$ cat src/sv/ipv4p_pkg.sv
package ipv4p_pkg;

  localparam logic [1:0] PH_START = 2'd0;
  localparam logic [1:0] PH_ZERO  = 2'd1;
  localparam logic [1:0] PH_DIGIT = 2'd2;

  localparam logic [1:0] RX_DEC = 2'd0;
  localparam logic [1:0] RX_OCT = 2'd1;
  localparam logic [1:0] RX_HEX = 2'd2;

  localparam logic [4:0] NO_DIGIT = 5'd16;

  localparam logic [7:0] CH_ZERO  = 8'h30;
  localparam logic [7:0] CH_DOT   = 8'h2e;
  localparam logic [7:0] CH_COLON = 8'h3a;
  localparam logic [7:0] CH_LO_X  = 8'h78;
  localparam logic [7:0] CH_UP_X  = 8'h58;

  localparam logic [1:0] LAST_PART_INDEX = 2'd3;

  typedef struct packed {
    logic [7:0] char_byte;
    logic       has_char;
    logic       is_last;
  } in_item_t;

  typedef struct packed {
    logic        parse_ok;
    logic [31:0] address;
  } out_item_t;

  typedef struct packed {
    logic [1:0]      phase;
    logic [1:0]      radix;
    logic            digit_seen;
    logic [31:0]     part_value;
    logic [1:0]      part_index;
    logic [2:0][7:0] earlier_parts;
    logic            failed;
  } parse_state_t;

  localparam parse_state_t STATE_CLEAR = '{
    phase:         PH_START,
    radix:         RX_DEC,
    digit_seen:    1'b0,
    part_value:    32'd0,
    part_index:    2'd0,
    earlier_parts: '0,
    failed:        1'b0
  };

  // digit value of c in radix rx, NO_DIGIT when c is not a digit there
  function automatic logic [4:0] digit_of(input logic [7:0] c, input logic [1:0] rx);
    logic [4:0] d;
    d = NO_DIGIT;
    if (rx == RX_OCT) begin
      if (c inside {[8'h30:8'h37]}) d = 5'(c - 8'h30);
    end else begin
      if (c inside {[8'h30:8'h39]}) begin
        d = 5'(c - 8'h30);
      end else if (rx == RX_HEX) begin
        if (c inside {[8'h61:8'h66]}) d = 5'(c - 8'h61 + 8'd10);
        else if (c inside {[8'h41:8'h46]}) d = 5'(c - 8'h41 + 8'd10);
      end
    end
    return d;
  endfunction

endpackage

$ cat src/sv/ipv4p_step.sv
module ipv4p_step (
  input  ipv4p_pkg::in_item_t     item_i,
  input  ipv4p_pkg::parse_state_t cur_i,
  output ipv4p_pkg::parse_state_t nxt_o,
  output logic                    res_valid_o,
  output ipv4p_pkg::out_item_t    res_o
);

  ipv4p_pkg::parse_state_t st;
  logic        go_digits;
  logic [4:0]  dig;
  logic [35:0] prod;
  logic [36:0] sum;
  logic        ok;
  logic [31:0] addr;

  always_comb begin
    st        = cur_i;
    go_digits = 1'b0;
    dig       = ipv4p_pkg::NO_DIGIT;
    prod      = '0;
    sum       = '0;
    ok        = 1'b0;
    addr      = '0;

    if (item_i.has_char && !cur_i.failed) begin
      if (item_i.char_byte == ipv4p_pkg::CH_COLON) begin
        st.failed = 1'b1;
      end else begin
        case (cur_i.phase)
          ipv4p_pkg::PH_START: begin
            st.part_value = '0;
            if (item_i.char_byte == ipv4p_pkg::CH_ZERO) begin
              st.phase      = ipv4p_pkg::PH_ZERO;
              st.radix      = ipv4p_pkg::RX_OCT;
              st.digit_seen = 1'b1;
            end else begin
              st.phase      = ipv4p_pkg::PH_DIGIT;
              st.radix      = ipv4p_pkg::RX_DEC;
              st.digit_seen = 1'b0;
              go_digits     = 1'b1;
            end
          end
          ipv4p_pkg::PH_ZERO: begin
            st.phase = ipv4p_pkg::PH_DIGIT;
            if (item_i.char_byte == ipv4p_pkg::CH_LO_X ||
                item_i.char_byte == ipv4p_pkg::CH_UP_X) begin
              st.radix      = ipv4p_pkg::RX_HEX;
              st.digit_seen = 1'b0;
            end else begin
              go_digits = 1'b1;
            end
          end
          default: begin
            go_digits = 1'b1;
          end
        endcase
      end
    end

    if (go_digits) begin
      dig = ipv4p_pkg::digit_of(item_i.char_byte, st.radix);
      // times 8 or 16 as a shift, times 10 as shifts and one add
      case (st.radix)
        ipv4p_pkg::RX_HEX: prod = {st.part_value, 4'b0000};
        ipv4p_pkg::RX_OCT: prod = {1'b0, st.part_value, 3'b000};
        default:           prod = {1'b0, st.part_value, 3'b000} +
                                  {3'b000, st.part_value, 1'b0};
      endcase
      sum = {1'b0, prod} + {32'd0, dig};
      if (dig != ipv4p_pkg::NO_DIGIT) begin
        if (sum[36:32] != 5'd0) begin
          st.failed = 1'b1;
        end else begin
          st.part_value = sum[31:0];
          st.digit_seen = 1'b1;
        end
      end else if (item_i.char_byte == ipv4p_pkg::CH_DOT && st.digit_seen &&
                   st.part_index != ipv4p_pkg::LAST_PART_INDEX &&
                   st.part_value[31:8] == 24'd0) begin
        st.earlier_parts[st.part_index] = st.part_value[7:0];
        st.part_index = st.part_index + 2'd1;
        st.phase      = ipv4p_pkg::PH_START;
        st.radix      = ipv4p_pkg::RX_DEC;
        st.digit_seen = 1'b0;
        st.part_value = '0;
      end else begin
        st.failed = 1'b1;
      end
    end

    if (item_i.is_last) begin
      ok = !st.failed && st.phase != ipv4p_pkg::PH_START && st.digit_seen;
      // the last part fills whatever bytes the earlier parts left
      case (st.part_index)
        2'd0: begin
          addr = st.part_value;
        end
        2'd1: begin
          ok   = ok && st.part_value[31:24] == 8'd0;
          addr = {st.earlier_parts[0], st.part_value[23:0]};
        end
        2'd2: begin
          ok   = ok && st.part_value[31:16] == 16'd0;
          addr = {st.earlier_parts[0], st.earlier_parts[1], st.part_value[15:0]};
        end
        default: begin
          ok   = ok && st.part_value[31:8] == 24'd0;
          addr = {st.earlier_parts[0], st.earlier_parts[1], st.earlier_parts[2],
                  st.part_value[7:0]};
        end
      endcase
      if (!ok) addr = '0;
    end

    nxt_o          = item_i.is_last ? ipv4p_pkg::STATE_CLEAR : st;
    res_valid_o    = item_i.is_last;
    res_o.parse_ok = ok;
    res_o.address  = addr;
  end

endmodule

$ cat src/sv/ipv4p_out_reg.sv
module ipv4p_out_reg (
  input  logic                 clk_i,
  input  logic                 rst_ni,
  input  logic                 load_i,
  input  ipv4p_pkg::out_item_t res_i,
  output logic                 ready_o,
  output logic                 out_valid_o,
  input  logic                 out_stall_i,
  output ipv4p_pkg::out_item_t out_item_o
);

  logic                 valid_q, valid_d;
  ipv4p_pkg::out_item_t item_q;

  assign ready_o     = !valid_q || !out_stall_i;
  assign out_valid_o = valid_q;
  assign out_item_o  = item_q;

  always_comb begin
    valid_d = valid_q;
    if (load_i) valid_d = 1'b1;
    else if (!out_stall_i) valid_d = 1'b0;
  end

  always_ff @(posedge clk_i or negedge rst_ni) begin
    if (!rst_ni) begin
      valid_q <= 1'b0;
    end else begin
      valid_q <= valid_d;
    end
  end

  always_ff @(posedge clk_i) begin
    if (load_i) item_q <= res_i;
  end

endmodule

$ cat src/sv/ipv4_text_address_parser_unit.sv
// Streaming IPv4 text address parser: one character item per clock, with is_last
// on the final item, producing a single result (parse_ok and the 32-bit address,
// 0 on failure) for every string. Accepts legacy forms of one to four dot-separated
// parts in decimal, octal (leading 0) or hex (0x/0X). Sustained rate is one item
// per cycle while the input is not stalled; a result is offered from the result
// register, as each item is parsed out of the input register straight into the
// result register. The per-character shift-add and range compares lie between
// the input register and the parser state. The input stalls only when a result
// must be written while the result register is held.
module ipv4_text_address_parser_unit (
  input  logic                 clk_i,
  input  logic                 rst_ni,
  input  logic                 in_valid_i,
  output logic                 in_stall_o,
  input  ipv4p_pkg::in_item_t  in_item_i,
  output logic                 out_valid_o,
  input  logic                 out_stall_i,
  output ipv4p_pkg::out_item_t out_item_o
);

  logic                    in_valid_q, in_valid_d;
  ipv4p_pkg::in_item_t     in_item_q;
  ipv4p_pkg::parse_state_t state_q, state_d;
  logic                    res_valid;
  ipv4p_pkg::out_item_t    res;
  logic                    out_ready;
  logic                    fire;
  logic                    in_load;

  ipv4p_step u_step (
    .item_i      (in_item_q),
    .cur_i       (state_q),
    .nxt_o       (state_d),
    .res_valid_o (res_valid),
    .res_o       (res)
  );

  // held item moves on unless its result has nowhere to go
  assign fire       = in_valid_q && (!res_valid || out_ready);
  assign in_load    = !in_valid_q || fire;
  assign in_stall_o = !in_load;
  assign in_valid_d = in_load ? in_valid_i : in_valid_q;

  ipv4p_out_reg u_out (
    .clk_i       (clk_i),
    .rst_ni      (rst_ni),
    .load_i      (fire && res_valid),
    .res_i       (res),
    .ready_o     (out_ready),
    .out_valid_o (out_valid_o),
    .out_stall_i (out_stall_i),
    .out_item_o  (out_item_o)
  );

  always_ff @(posedge clk_i or negedge rst_ni) begin
    if (!rst_ni) begin
      in_valid_q <= 1'b0;
      state_q    <= ipv4p_pkg::STATE_CLEAR;
    end else begin
      in_valid_q <= in_valid_d;
      if (fire) state_q <= state_d;
    end
  end

  always_ff @(posedge clk_i) begin
    if (in_load && in_valid_i) in_item_q <= in_item_i;
  end

endmodule
$ cat config.mk
export PLATFORM = sky130hd
export DESIGN_NAME = ipv4_text_address_parser_unit
export DESIGN_NICKNAME = d
export VERILOG_FILES = /design/src/sv/ipv4p_pkg.sv /design/src/sv/ipv4p_step.sv /design/src/sv/ipv4p_out_reg.sv /design/src/sv/ipv4_text_address_parser_unit.sv
export SDC_FILE = /design/constraint.sdc
export NUM_CORES = 1
export LEC_CHECK = 0
export ABC_AREA = 0
export BUFFER_PORTS_ARGS = -buffer_cell sky130_fd_sc_hd__buf_2
export CORE_MARGIN = 10
export CORE_UTILIZATION = 30
export CTS_CLUSTER_SIZE = 12
export DETAILED_ROUTE_END_ITERATION = 16
export PLACE_DENSITY = 0.55
export SYNTH_ARGS = -nofsm -noshare
export SYNTH_HDL_FRONTEND = slang
export SYNTH_SLANG_ARGS = --single-unit
$ cat constraint.sdc
create_clock -name clk_i -period 14.7 [get_ports clk_i]
set_clock_uncertainty 0.2 [all_clocks]
set_input_delay 2.94 -clock clk_i [delete_from_list [all_inputs] [get_ports clk_i]]
set_output_delay 2.94 -clock clk_i [all_outputs]
set_load 0.1 [all_outputs]
==> impl_summary.md, run 1 <==
Outcome
The flow ran to the end, and the final reports show no timing, DRC or antenna violations.

CTS
The clock sink count is around 110. In this run, post-CTS hold repair placed 0 buffers. TritonCTS built the clock tree.

Counting along the longest clock path gives a buffer depth of 2. The number of buffers created by CTS is 9. The clock insertion delay at the later pin of the skew report is roughly 370 ps. CTS built an H-tree with a depth of 3.

The clock edge transition at the registers on the reported setup and hold paths is 80 ps. The post-CTS setup repair buffer count is 0. The cell at the root of the clock tree is sky130_fd_sc_hd__clkbuf_16. Gates resized during post-CTS repair numbered 0.

Logic synthesis
After synthesis the cells add up to roughly 10000 sq um. The most used flip-flop cell after synthesis is sky130_fd_sc_hd__dfrtp_1. The Yosys step of the flow raised 0 warnings. Counting every instance in the synthesized netlist gives about 1200. For this run, the register share of the synthesized area comes to 29.1%.

The count of flip-flops with a built-in enable after synthesis is 43. Yosys attributes the largest share of cell area to sky130_fd_sc_hd__dfrtp_1 (16%), sky130_fd_sc_hd__edfxtp_1 (13%), sky130_fd_sc_hd__nand2_1 (5.6%). The biggest area contributor in the post-synthesis netlist is sky130_fd_sc_hd__dfrtp_1. The average footprint of a synthesized cell is 8.17 sq um.

After synthesis, the share of flip-flops with an asynchronous set or reset is 60.6%. In this run the biggest area consumer among cell types represents 16.4% of the synthesized area. Synthesis inferred approximately 110 register bits. The number of different library cells in the post-synthesis netlist is 99. The post-synthesis net count is approximately 1300.

Global routing
The global-route usage over all layers is between 10% and 20%. The layer with the highest usage is met2. The largest net degree at the start of global routing is 67.

For this run, global-route usage on met3 was measured as under 10%. The initial antenna violation count was 0. Global routing used 20.5% of the available met1 tracks. The first-pass GRT wire length is about 54 mm.

The via count of the first global-routing pass was ~9400. Global routing used a little over a quarter of the available met2 tracks. The sum of overflow across all layers after global routing is 0.

Die
The I/O pin count is 49. Measured along the y axis, the die boundary spans between 200 and 250 um. The die is around 200 um wide. The region available for standard cell placement spans 33400 sq um. Once the floorplan was initialized, standard cells occupied between 30 and 40% of the core.

The die footprint is 41400 sq um. The floorplan row count is 67.

Finish
The repair_antennas step left the layout with diodes totalling 0. The post-route netlist has 10.5% of its cells at a drive strength greater than 1. The area growth from synthesis to layout is 7.67%. The leading cell type in the layout, fill and taps excluded is sky130_fd_sc_hd__nand2_1.

The library cells used most frequently in the layout, excluding fill and tap cells, are sky130_fd_sc_hd__nand2_1 (149), sky130_fd_sc_hd__o21ai_0 (105), sky130_fd_sc_hd__nor2_1 (74). The end-of-flow core utilization is between 30% and 40%. The number of nets in the finished design is roughly 1300. Counting the fill cells in the layout gives approximately 3600. The final standard cell count with taps included and fillers excluded is around 1700.

Timing
The normalized max-slew margin is 17.2%. The max-slew violation count is 0. The count of final hold-check violations is 0. The worst path in the final design needs a cycle of around 9000 ps, including I/O delays and setup. The setup TNS after final layout is 0 ps. The worst-margin pin slew is ~1200 ps. Across all hold checks on the routed design, the worst slack comes to around 290 ps. Derived from the worst setup path, the maximum achievable clock frequency is 0.113 GHz.

Setup repair after global routing left no endpoint under its margin. In the finished design, the share of the clock period the worst path needs comes to 60.4%. The number of setup violations in the final report is 0.

Pwr
VDD sags by at most ~0.054 mV. The power density normalized to cell area is just over 60 nW/um^2. Summed over all cells, the static leakage comes to between 4 and 5 nW.

Critical path
The master of the slowest instance on the critical path is sky130_fd_sc_hd__a21o_1. The required arrival time at the worst endpoint is 14590 ps. Of all nets on the critical path, the largest fanout is 60.

The largest single stage delay on the critical path is ~840 ps. STA classifies the critical path endpoint as a register. The data arrival time of the critical path is between 8000 and 9000 ps. The start-to-end type of the worst setup path is reg -> reg.

The kind of start point of the critical path is a register.

Route
The count of antenna-violating nets left after detailed routing is 0. The first-pass iteration count of the detailed router is 5. The initial DRC count is just over 800.

The final routed wire length divided by cell count is 20.7 um. The DRC violation count after routing is 0. The detail-routed via count per cell is 5.86.

The routed design has about 34 mm of wire. The via count is 9763.

Placement
The post-detailed-placement half-perimeter wirelength is between 20 and 30 mm. The post-placement cell count is between 1500 and 2000. Routability-driven placement finished with a final weighted congestion of 0.939.

Input and output buffers added on the ports amount to between 40 and 50.

Job
The reported max-cap violation count is 0.

Min path
The kind of path behind the tightest hold check is reg -> reg.
synth_stat cells (24+ instances only):
master	n
sky130_fd_sc_hd__nor3_1	51
sky130_fd_sc_hd__ha_1	40
sky130_fd_sc_hd__edfxtp_1	43
sky130_fd_sc_hd__nand2_1	150
sky130_fd_sc_hd__buf_2	24
sky130_fd_sc_hd__o22ai_1	26
sky130_fd_sc_hd__xnor2_1	32
sky130_fd_sc_hd__o21ai_0	105
sky130_fd_sc_hd__a21o_1	28
sky130_fd_sc_hd__clkbuf_1	58
sky130_fd_sc_hd__dfrtp_1	66
sky130_fd_sc_hd__nor2_1	75
sky130_fd_sc_hd__a22oi_1	54
sky130_fd_sc_hd__inv_1	39
sky130_fd_sc_hd__a21oi_1	56
layout make-up:
| type | count | area, sq um | share of cell area, % |
|---|---|---|---|
| Clock buffer | 10 | 229 | 2.11 |
| Clock inverter | 6 | 56.3 | 0.518 |
| Inverter | 40 | 150 | 1.38 |
| Multi-Input combinational cell | 995 | 6610 | 60.8 |
| Sequential cell | 109 | 2940 | 27.1 |
| Tap cell | 448 | 561 | 5.16 |
| Timing Repair Buffer | 59 | 323 | 2.97 |
per-layer routing:
| metal | routed length (um) | up-vias |
|---|---|---|
| met1 | 14800 | 4801 |
| met4 | 749 | 0 |
| met3 | 1990 | 55 |
| li1 | - | 4613 |
| met5 | 0 | - |
| met2 | 16900 | 294 |
where the power goes:
part / total, mW / internal (mW) / switching [mW]
clock network: 0.244 / 0.119 / 0.125
registers: 0.334 / 0.326 / 0.00821
logic: 0.100 / 0.0190 / 0.0814
flip-flops by register name, indices dropped and copies added (netlist names):
name,flops
u_out.out_valid_o,1
u_out.out_item_o,33
in_item_q,10
state_q,64
in_valid_q,1
path summary, 6_finish.rpt:
path	start	depth (start not counted)	slack (ps)	end
worst max register to register	in_item_q[2]	30	5830	u_out.out_item_o[1]
min in group asynchronous	rst_ni	2	2570	state_q[0]
max in group asynchronous	rst_ni	2	11110	state_q[57]
worst min-delay path	state_q[13]	2	290	state_q[13]
worst max-delay path	in_item_q[2]	30	5830	u_out.out_item_o[1]
worst min register to register	state_q[13]	2	290	state_q[13]
kinds of logic after synthesis:
kind of cell             synth area share (%)
AO/OA/AOI/OAI                            29.2
XOR/XNOR                                 4.34
adder cells (fa/ha/maj)                  5.75
buffers and inverters                    5.54
flip-flops                               29.1
multiplexers                             1.28
AND/OR/NAND/NOR                          24.8
metrics by stage:
step	setup slack (ps)	total power [mW]	area (sq um)
2_1_floorplan	6980	0.412	10100
3_3_place_gp	6130	0.440	10600
3_5_place_dp	5980	0.440	10600
4_1_cts	5960	0.679	10900
5_1_grt	5200	0.703	10900
6_report	5830	0.678	10900
critical path, delay by kind of cell, from the launching register on:
| kind | cells | cell delay, ps |
|---|---|---|
| mux | 1 | 340 |
| simple gates | 9 | 1920 |
| fa+ha+maj | 4 | 1030 |
| compound gates | 11 | 2940 |
| buf+inv | 5 | 1650 |
| flops | 1 | 500 |
(Power assumes the default switching activity.)
==> inputs of run 2 (changes only) <==
- clock period: 14.7 -> 9.3 ns (I/O delays scaled with it)
==> run 2 against run 1 <==
Effect of this change: combinational power is 59% higher; hold slack worse by 5.4 ps; setup slack worse by 4900 ps; critical path depth is 6 lower; fmax is 5.4% higher; sequential cell count stayed put; routed wire length is 1.5% lower; clock power is 63% higher; sequential share of layout area is 0.090 points lower; largest cell class unchanged; power is 60% higher; die area stayed put; first-iteration DRC count is 7.2% higher.
==> impl_summary.md, run 2 (synthesized netlist as in run 1, its figures left out) <==
Outcome
Run status: complete, no violations (unchanged).

Min path
The kind of path behind the tightest hold check is reg -> reg (unchanged).

Timing
Setup repair after global routing missed its margin: no (unchanged). The highest clock frequency the design can meet is 0.119 GHz (was 0.113 GHz). The worst-margin pin slew is 1030 ps (was 1240 ps). The setup TNS after final layout is 0 ps (unchanged). The max-slew violation count is 0 (unchanged). The worst hold margin is 288 ps (was 293 ps).

The number of setup violations in the final report is 0 (unchanged). The part of the cycle the worst path needs is 90.5% (was 60.4%). The count of final hold-check violations is 0 (unchanged). The time the final worst path needs with I/O delays and setup came to 8420 ps (was 8870 ps). The normalized max-slew margin is 31.6% (was 17.2%).

Pwr
The leakage power total was 4.24 nW (was 4.21 nW). The worst vdd rail ir drop is 0.0851 mV (was 0.0545 mV). The power density normalized to cell area is 99.4 nW/um^2 (was 62.4 nW/um^2).

CTS
The number of gates resized after cts is 0 (unchanged). The clock insertion delay at the later pin of the skew report is 370 ps (about the same). The clock tree from TritonCTS is done (unchanged). The hold buffer count at cts is 0 (unchanged). The post-CTS setup repair buffer count is 0 (unchanged).

The maximum number of buffers from clock root to sink is 2 (unchanged). The cell at the root of the clock tree is sky130_fd_sc_hd__clkbuf_16 (unchanged). The number of buffers created by CTS is 9 (unchanged). The clock sink count came to 109 (unchanged).

The maximum level of the CTS H-tree is 3 (unchanged). The clock edge transition at the registers on the reported setup and hold paths is 80 ps (about the same).

Critical path
The data arrival time of the critical path is 8320 ps (was 8760 ps). The peak fanout along the critical path is 33 (was 60). The stage delay of the slowest cell on the critical path is 860 ps (was 840 ps). The largest delay contributor family on the critical path is compound AO/OA/AOI/OAI gates (unchanged). The master of the slowest instance on the critical path is sky130_fd_sc_hd__nor2_2 (was sky130_fd_sc_hd__a21o_1). The start-to-end type of the worst setup path was reg -> reg (unchanged). Traced cell by cell, the critical path runs through inv_1 -> ha_1 -> nand3b_1 -> o21ai_4 -> nand2_1 -> inv_1 -> ha_1 -> a211oi_1 -> o21bai_1 -> or2_1 -> a211oi_1 -> nor4_2 -> o211ai_1 -> o31ai_1 -> nor4_4 -> nand4_1 -> a211oi_1 -> o22ai_2 -> nor2_2 -> a21oi_1 -> and4_1 -> a41oi_2 -> buf_4 -> nor3_1. The kind of end point of the critical path is a register (unchanged).

The count of buffering cells on the critical path with inverters included came to 3 (was 5). The required arrival time at the worst endpoint is 9200 ps (was 14590 ps). The cell type with the highest occurrence count on the critical path is sky130_fd_sc_hd__a211oi_1. The kind of start point of the critical path was a register (unchanged).

Finish
The ratio of cells with drive above 1 in the final layout was 10.8% (was 10.5%). The final standard cell count with taps included and fillers excluded is 1671 (was 1667). The count of inserted antenna diode cells came to 0 (unchanged).

The layout overhead on the synthesized area is 8.03% (was 7.67%). The number of nets in the finished design is 1274 (was 1270). The end-of-flow core utilization is 32.7% (was 32.6%). Highest-count cells in the layout ignoring fill and taps: sky130_fd_sc_hd__nand2_1 (149), sky130_fd_sc_hd__o21ai_0 (105), sky130_fd_sc_hd__nor2_1 (74) (unchanged).

The number of filler cells placed in the layout is 3618 (was 3597). The number of flip-flops under the largest register name is 64 (unchanged). The leading cell type in the layout, fill and taps excluded is sky130_fd_sc_hd__nand2_1 (unchanged). The largest register by flop count is state_q (unchanged).

Die
The core box area is 33400 sq um (unchanged). The die outline height is 203 um (unchanged). The die footprint is 41400 sq um (unchanged). The I/O pin count is 49 (unchanged). The horizontal die dimension was 203 um (unchanged). The floorplan row count is 67 (unchanged). The initial cell density of the core was 30.3% (unchanged).

Route
The DRC violation count after routing is 0 (unchanged). The total length of routed wires is 34.0 mm (was 34.5 mm). The via count is 9821 (was 9763). The detail-routed via count per cell is 5.88 (was 5.86). The final routed wire length divided by cell count was 20.3 um (was 20.7 um).

The count of antenna-violating nets left after detailed routing is 0 (unchanged). The initial DRC count is 874 (was 815). The first-pass iteration count of the detailed router came to 5 (unchanged).

Placement
The final estimated routing congestion in global placement came to 0.925 (was 0.939). The number of I/O port buffers is 48 (unchanged). The post-placement cell count was 1655 (was 1651). The post-detailed-placement half-perimeter wirelength is 25.7 mm (was 25.9 mm).

Global routing
The first-pass GRT wire length was 53.2 mm (was 54.1 mm). The largest net degree at the start of global routing is 67 (unchanged). The sum of overflow across all layers after global routing is 0 (unchanged). The global-route usage over all layers was 15.9% (was 16.2%). The initial antenna violation count is 0 (unchanged).

The via count of the first global-routing pass is 9274 (was 9434).

Job
The reported max-cap violation count was 0 (unchanged).
-- run 2: area by class of cell --
type / count / area, sq um / area share (%)
clock inverters: 5 / 37.5 / 0.344
repair buffers: 63 / 353 / 3.24
clock buffers: 11 / 254 / 2.33
flip-flops and latches: 109 / 2940 / 27.0
inverters: 40 / 150 / 1.38
multi-input cells: 995 / 6610 / 60.6
well taps: 448 / 561 / 5.14
-- run 2: worst paths after layout --
path,start,slack (ps),to,depth (start not counted)
min in group asynchronous,rst_ni,1500,state_q[61],2
min reg2reg,state_q[16],290,state_q[16],2
max reg2reg,in_item_q[2],880,u_out.out_item_o[18],24
min,state_q[16],290,state_q[16],2
max,in_item_q[2],880,u_out.out_item_o[18],24
max in group asynchronous,rst_ni,6760,state_q[48],2
-- run 2: report_power, final --
group / total, mW / leakage (nW) / internal [mW] / switching, mW
Sequential: 0.528 / 1.33 / 0.515 / 0.0134
Combinational: 0.159 / 2.76 / 0.0307 / 0.128
Clock: 0.397 / 0.146 / 0.202 / 0.196
-- run 2: per-layer routing --
layer | up-vias | GRT usage [%] | wire (um)
met5 | - | 0 | 0
met4 | 0 | 4.02 | 758
met3 | 59 | 2.38 | 1980
met2 | 357 | 27.2 | 16600
met1 | 4792 | 20.4 | 14600
li1 | 4613 | - | -
-- run 2: through the flow --
stage	cell area [sq um]	worst slack, ps	total power, mW
finish	10900	880	1.08
global route	10900	301	1.12
CTS	10900	1060	1.09
detailed placement	10600	1100	0.696
global placement	10600	1180	0.696
floorplan	10100	1580	0.651
-- run 2: tightest hold or removal path, stage by stage (launching register included) --
cell and delay, ps:
sky130_fd_sc_hd__dfrtp_1 350, sky130_fd_sc_hd__nand2_1 60, sky130_fd_sc_hd__o41ai_1 50
==> inputs of run 3 (changes only) <==
- PLACE_DENSITY: 0.55 -> 0.56
- clock period: 9.3 -> 7.4 ns (I/O delays scaled with it)
==> run 3 against run 2 <==
Effect of this change: global-route usage decreased by 0.10 points; largest cell class unchanged; via count decreased by 0.26%; largest power group unchanged; power increased by 25%; critical path type unchanged.
==> impl_summary.md, run 3 (synthesized netlist as in run 1, its figures left out) <==
Min path
The kind of path behind the tightest hold check is reg -> reg (unchanged).

Timing
The max-slew violation count came to 0 (unchanged). The time the final worst path needs with I/O delays and setup is 7040 ps (was 8420 ps). The highest clock frequency the design can meet is 0.142 GHz (was 0.119 GHz). The worst-margin pin slew is 1160 ps (was 1030 ps).

The worst hold margin is 290 ps (was 288 ps). The setup TNS after final layout came to 0 ps (unchanged). The count of final hold-check violations is 0 (unchanged). The normalized max-slew margin was 22.4% (was 31.6%).

The number of setup violations in the final report is 0 (unchanged). The part of the cycle the worst path needs came to 95.2% (was 90.5%).

Global routing
The global-route usage over all layers was 15.8% (was 15.9%). The initial antenna violation count is 0 (unchanged). The sum of overflow across all layers after global routing came to 0 (unchanged). The via count of the first global-routing pass came to 9343 (was 9274). The first-pass GRT wire length came to 52.8 mm (was 53.2 mm). The largest net degree at the start of global routing is 67 (unchanged).

Route
The via count is 9795 (was 9821). The final routed wire length divided by cell count is 20.0 um (was 20.3 um). The DRC violation count after routing is 0 (unchanged). The first-pass iteration count of the detailed router is 6 (was 5). The detail-routed via count per cell was 5.76 (was 5.88). The initial DRC count is 815 (was 874). The count of antenna-violating nets left after detailed routing is 0 (unchanged). The total length of routed wires is 34.1 mm (was 34.0 mm).

Finish
The end-of-flow core utilization is 33.7% (was 32.7%). The multi-input combinational cell area is 6730 sq um (was 6610 sq um). The area taken by flip-flops and latches came to 2940 sq um (unchanged). Highest-count cells in the layout ignoring fill and taps: sky130_fd_sc_hd__nand2_1 (149), sky130_fd_sc_hd__o21ai_0 (104), sky130_fd_sc_hd__nor2_1 (72) (was sky130_fd_sc_hd__nand2_1 (149), sky130_fd_sc_hd__o21ai_0 (105), sky130_fd_sc_hd__nor2_1 (74)).

The ratio of cells with drive above 1 in the final layout is 14.6% (was 10.8%). The leading cell type in the layout, fill and taps excluded is sky130_fd_sc_hd__nand2_1 (unchanged). The count of inserted antenna diode cells is 0 (unchanged).

The number of filler cells placed in the layout is 3619 (was 3618). The layout overhead on the synthesized area is 11.5% (was 8.03%). The final standard cell count with taps included and fillers excluded was 1701 (was 1671). The number of nets in the finished design is 1304 (was 1274). The number of flip-flops under the largest register name came to 64 (unchanged).

The largest register by flop count is state_q (unchanged).

Pwr
The share of power burned in combinational logic came to 15.6% (was 14.7%). The total power draw is 1.36 mW (was 1.08 mW). The switching power of the nets is 428 uW (was 337 uW). The fraction of power consumed by sequential logic was 48.7% (about the same). The cell-internal power is 930 uW (was 747 uW). The worst vdd rail ir drop is 0.0959 mV (was 0.0851 mV). The power density normalized to cell area came to 121 nW/um^2 (was 99.4 nW/um^2). The fraction of power consumed by the clock network was 35.7% (was 36.6%). The leakage power total is 4.41 nW (was 4.24 nW). The proportion of total power due to net switching is 31.5% (was 31.1%).

CTS
The clock tree from TritonCTS is done (unchanged). The clock edge transition at the registers on the reported setup and hold paths came to 80 ps (about the same). The clock insertion delay at the later pin of the skew report is 370 ps (about the same). The maximum level of the CTS H-tree was 3 (unchanged). The cell at the root of the clock tree is sky130_fd_sc_hd__clkbuf_16 (unchanged). The number of buffers created by CTS was 9 (unchanged). The clock sink count is 109 (unchanged).

The maximum number of buffers from clock root to sink was 2 (unchanged). The hold buffer count at cts is 0 (unchanged).

Outcome
Run status: complete, no violations (unchanged).

Critical path
The kind of end point of the critical path is a register (unchanged). The data arrival time of the critical path is 7020 ps (was 8320 ps). The kind of start point of the critical path is a register (unchanged). The start-to-end type of the worst setup path was reg -> reg (unchanged). The peak fanout along the critical path is 33 (unchanged).

The register-to-register setup slack was 360 ps (was 880 ps). The required arrival time at the worst endpoint is 7380 ps (was 9200 ps).

Placement
The post-detailed-placement half-perimeter wirelength is 25.7 mm (about the same). The number of I/O port buffers was 48 (unchanged). The post-placement cell count is 1677 (was 1655). The final estimated routing congestion in global placement came to 0.908 (was 0.925).

Die
The floorplan row count is 67 (unchanged). The die footprint is 41400 sq um (unchanged). The initial cell density of the core came to 30.3% (unchanged).

The I/O pin count came to 49 (unchanged). The core box area is 33400 sq um (unchanged). The die outline height was 203 um (unchanged). The horizontal die dimension came to 203 um (unchanged).

Job
The reported max-cap violation count is 0 (unchanged).
-- run 3: what timing repair did --
item	4_1_cts	5_1_grt
gates resized for setup	0	27
setup endpoints to repair	0	33
buffers inserted	0	7
-- run 3: worst max-delay path: stages (launching register included) --
cell and delay [ps]:
sky130_fd_sc_hd__edfxtp_1 390, sky130_fd_sc_hd__inv_1 120, sky130_fd_sc_hd__ha_1 220, sky130_fd_sc_hd__nand3b_1 210, sky130_fd_sc_hd__buf_4 220, sky130_fd_sc_hd__o21ai_2 200, sky130_fd_sc_hd__nand2_1 210, sky130_fd_sc_hd__inv_1 240
sky130_fd_sc_hd__ha_2 300, sky130_fd_sc_hd__a21o_1 200, sky130_fd_sc_hd__o21ai_0 130, sky130_fd_sc_hd__nor4_2 260, sky130_fd_sc_hd__a211oi_1 130, sky130_fd_sc_hd__buf_4 180, sky130_fd_sc_hd__nor4_4 350, sky130_fd_sc_hd__o211ai_1 250
sky130_fd_sc_hd__a31o_1 310, sky130_fd_sc_hd__a221oi_4 380, sky130_fd_sc_hd__nand3_1 160, sky130_fd_sc_hd__a211oi_1 320, sky130_fd_sc_hd__o22ai_2 160, sky130_fd_sc_hd__a21o_2 290, sky130_fd_sc_hd__buf_12 180, sky130_fd_sc_hd__a31o_2 260
sky130_fd_sc_hd__nand4b_1 160, sky130_fd_sc_hd__a22o_1 220, sky130_fd_sc_hd__buf_4 260, sky130_fd_sc_hd__nor4_2 330
-- run 3: final timing paths --
kind / cells after the start / endpoint / start
hold / removal: 2 / state_q[27] / state_q[27]
hold reg to reg: 2 / state_q[27] / state_q[27]
min in group asynchronous: 2 / state_q[17] / rst_ni
setup reg to reg: 27 / u_out.out_item_o[4] / in_item_q[2]
max in group asynchronous: 2 / state_q[53] / rst_ni
setup / recovery: 27 / u_out.out_item_o[4] / in_item_q[2]
-- run 3: per-stage QoR --
stage | worst slack (ps) | instance area, sq um
after floorplan | 101 | 10100
after global placement | 295 | 10800
after detailed placement | 234 | 10800
after CTS | 181 | 11100
after global routing | -9.25 | 11300
final | 358 | 11300
-- run 3: power by group through the flow --
stage	Combinational, mW	Sequential, mW	Clock, mW
after floorplan	0.0900	0.728	0
after global placement	0.202	0.674	0
after detailed placement	0.202	0.675	0
after CTS	0.203	0.662	0.493
after global routing	0.226	0.663	0.515
final	0.212	0.661	0.485
-- run 3: cell type report --
cell class | count | share of cell area (%)
repair buffers | 92 | 5.25
flip-flops and latches | 109 | 26.1
clock buffers | 9 | 2.00
well taps | 448 | 4.98
inverters | 40 | 1.33
clock inverters | 7 | 0.545
multi-input cells | 996 | 59.7
-- run 3: metal layers --
layer | vias to the layer above | wire [um] | track usage [%]
met5 | - | 0 | 0
met4 | 0 | 500 | 3.60
met3 | 36 | 1790 | 2.60
met2 | 274 | 16700 | 26.9
met1 | 4797 | 15100 | 20.4
li1 | 4688 | - | -
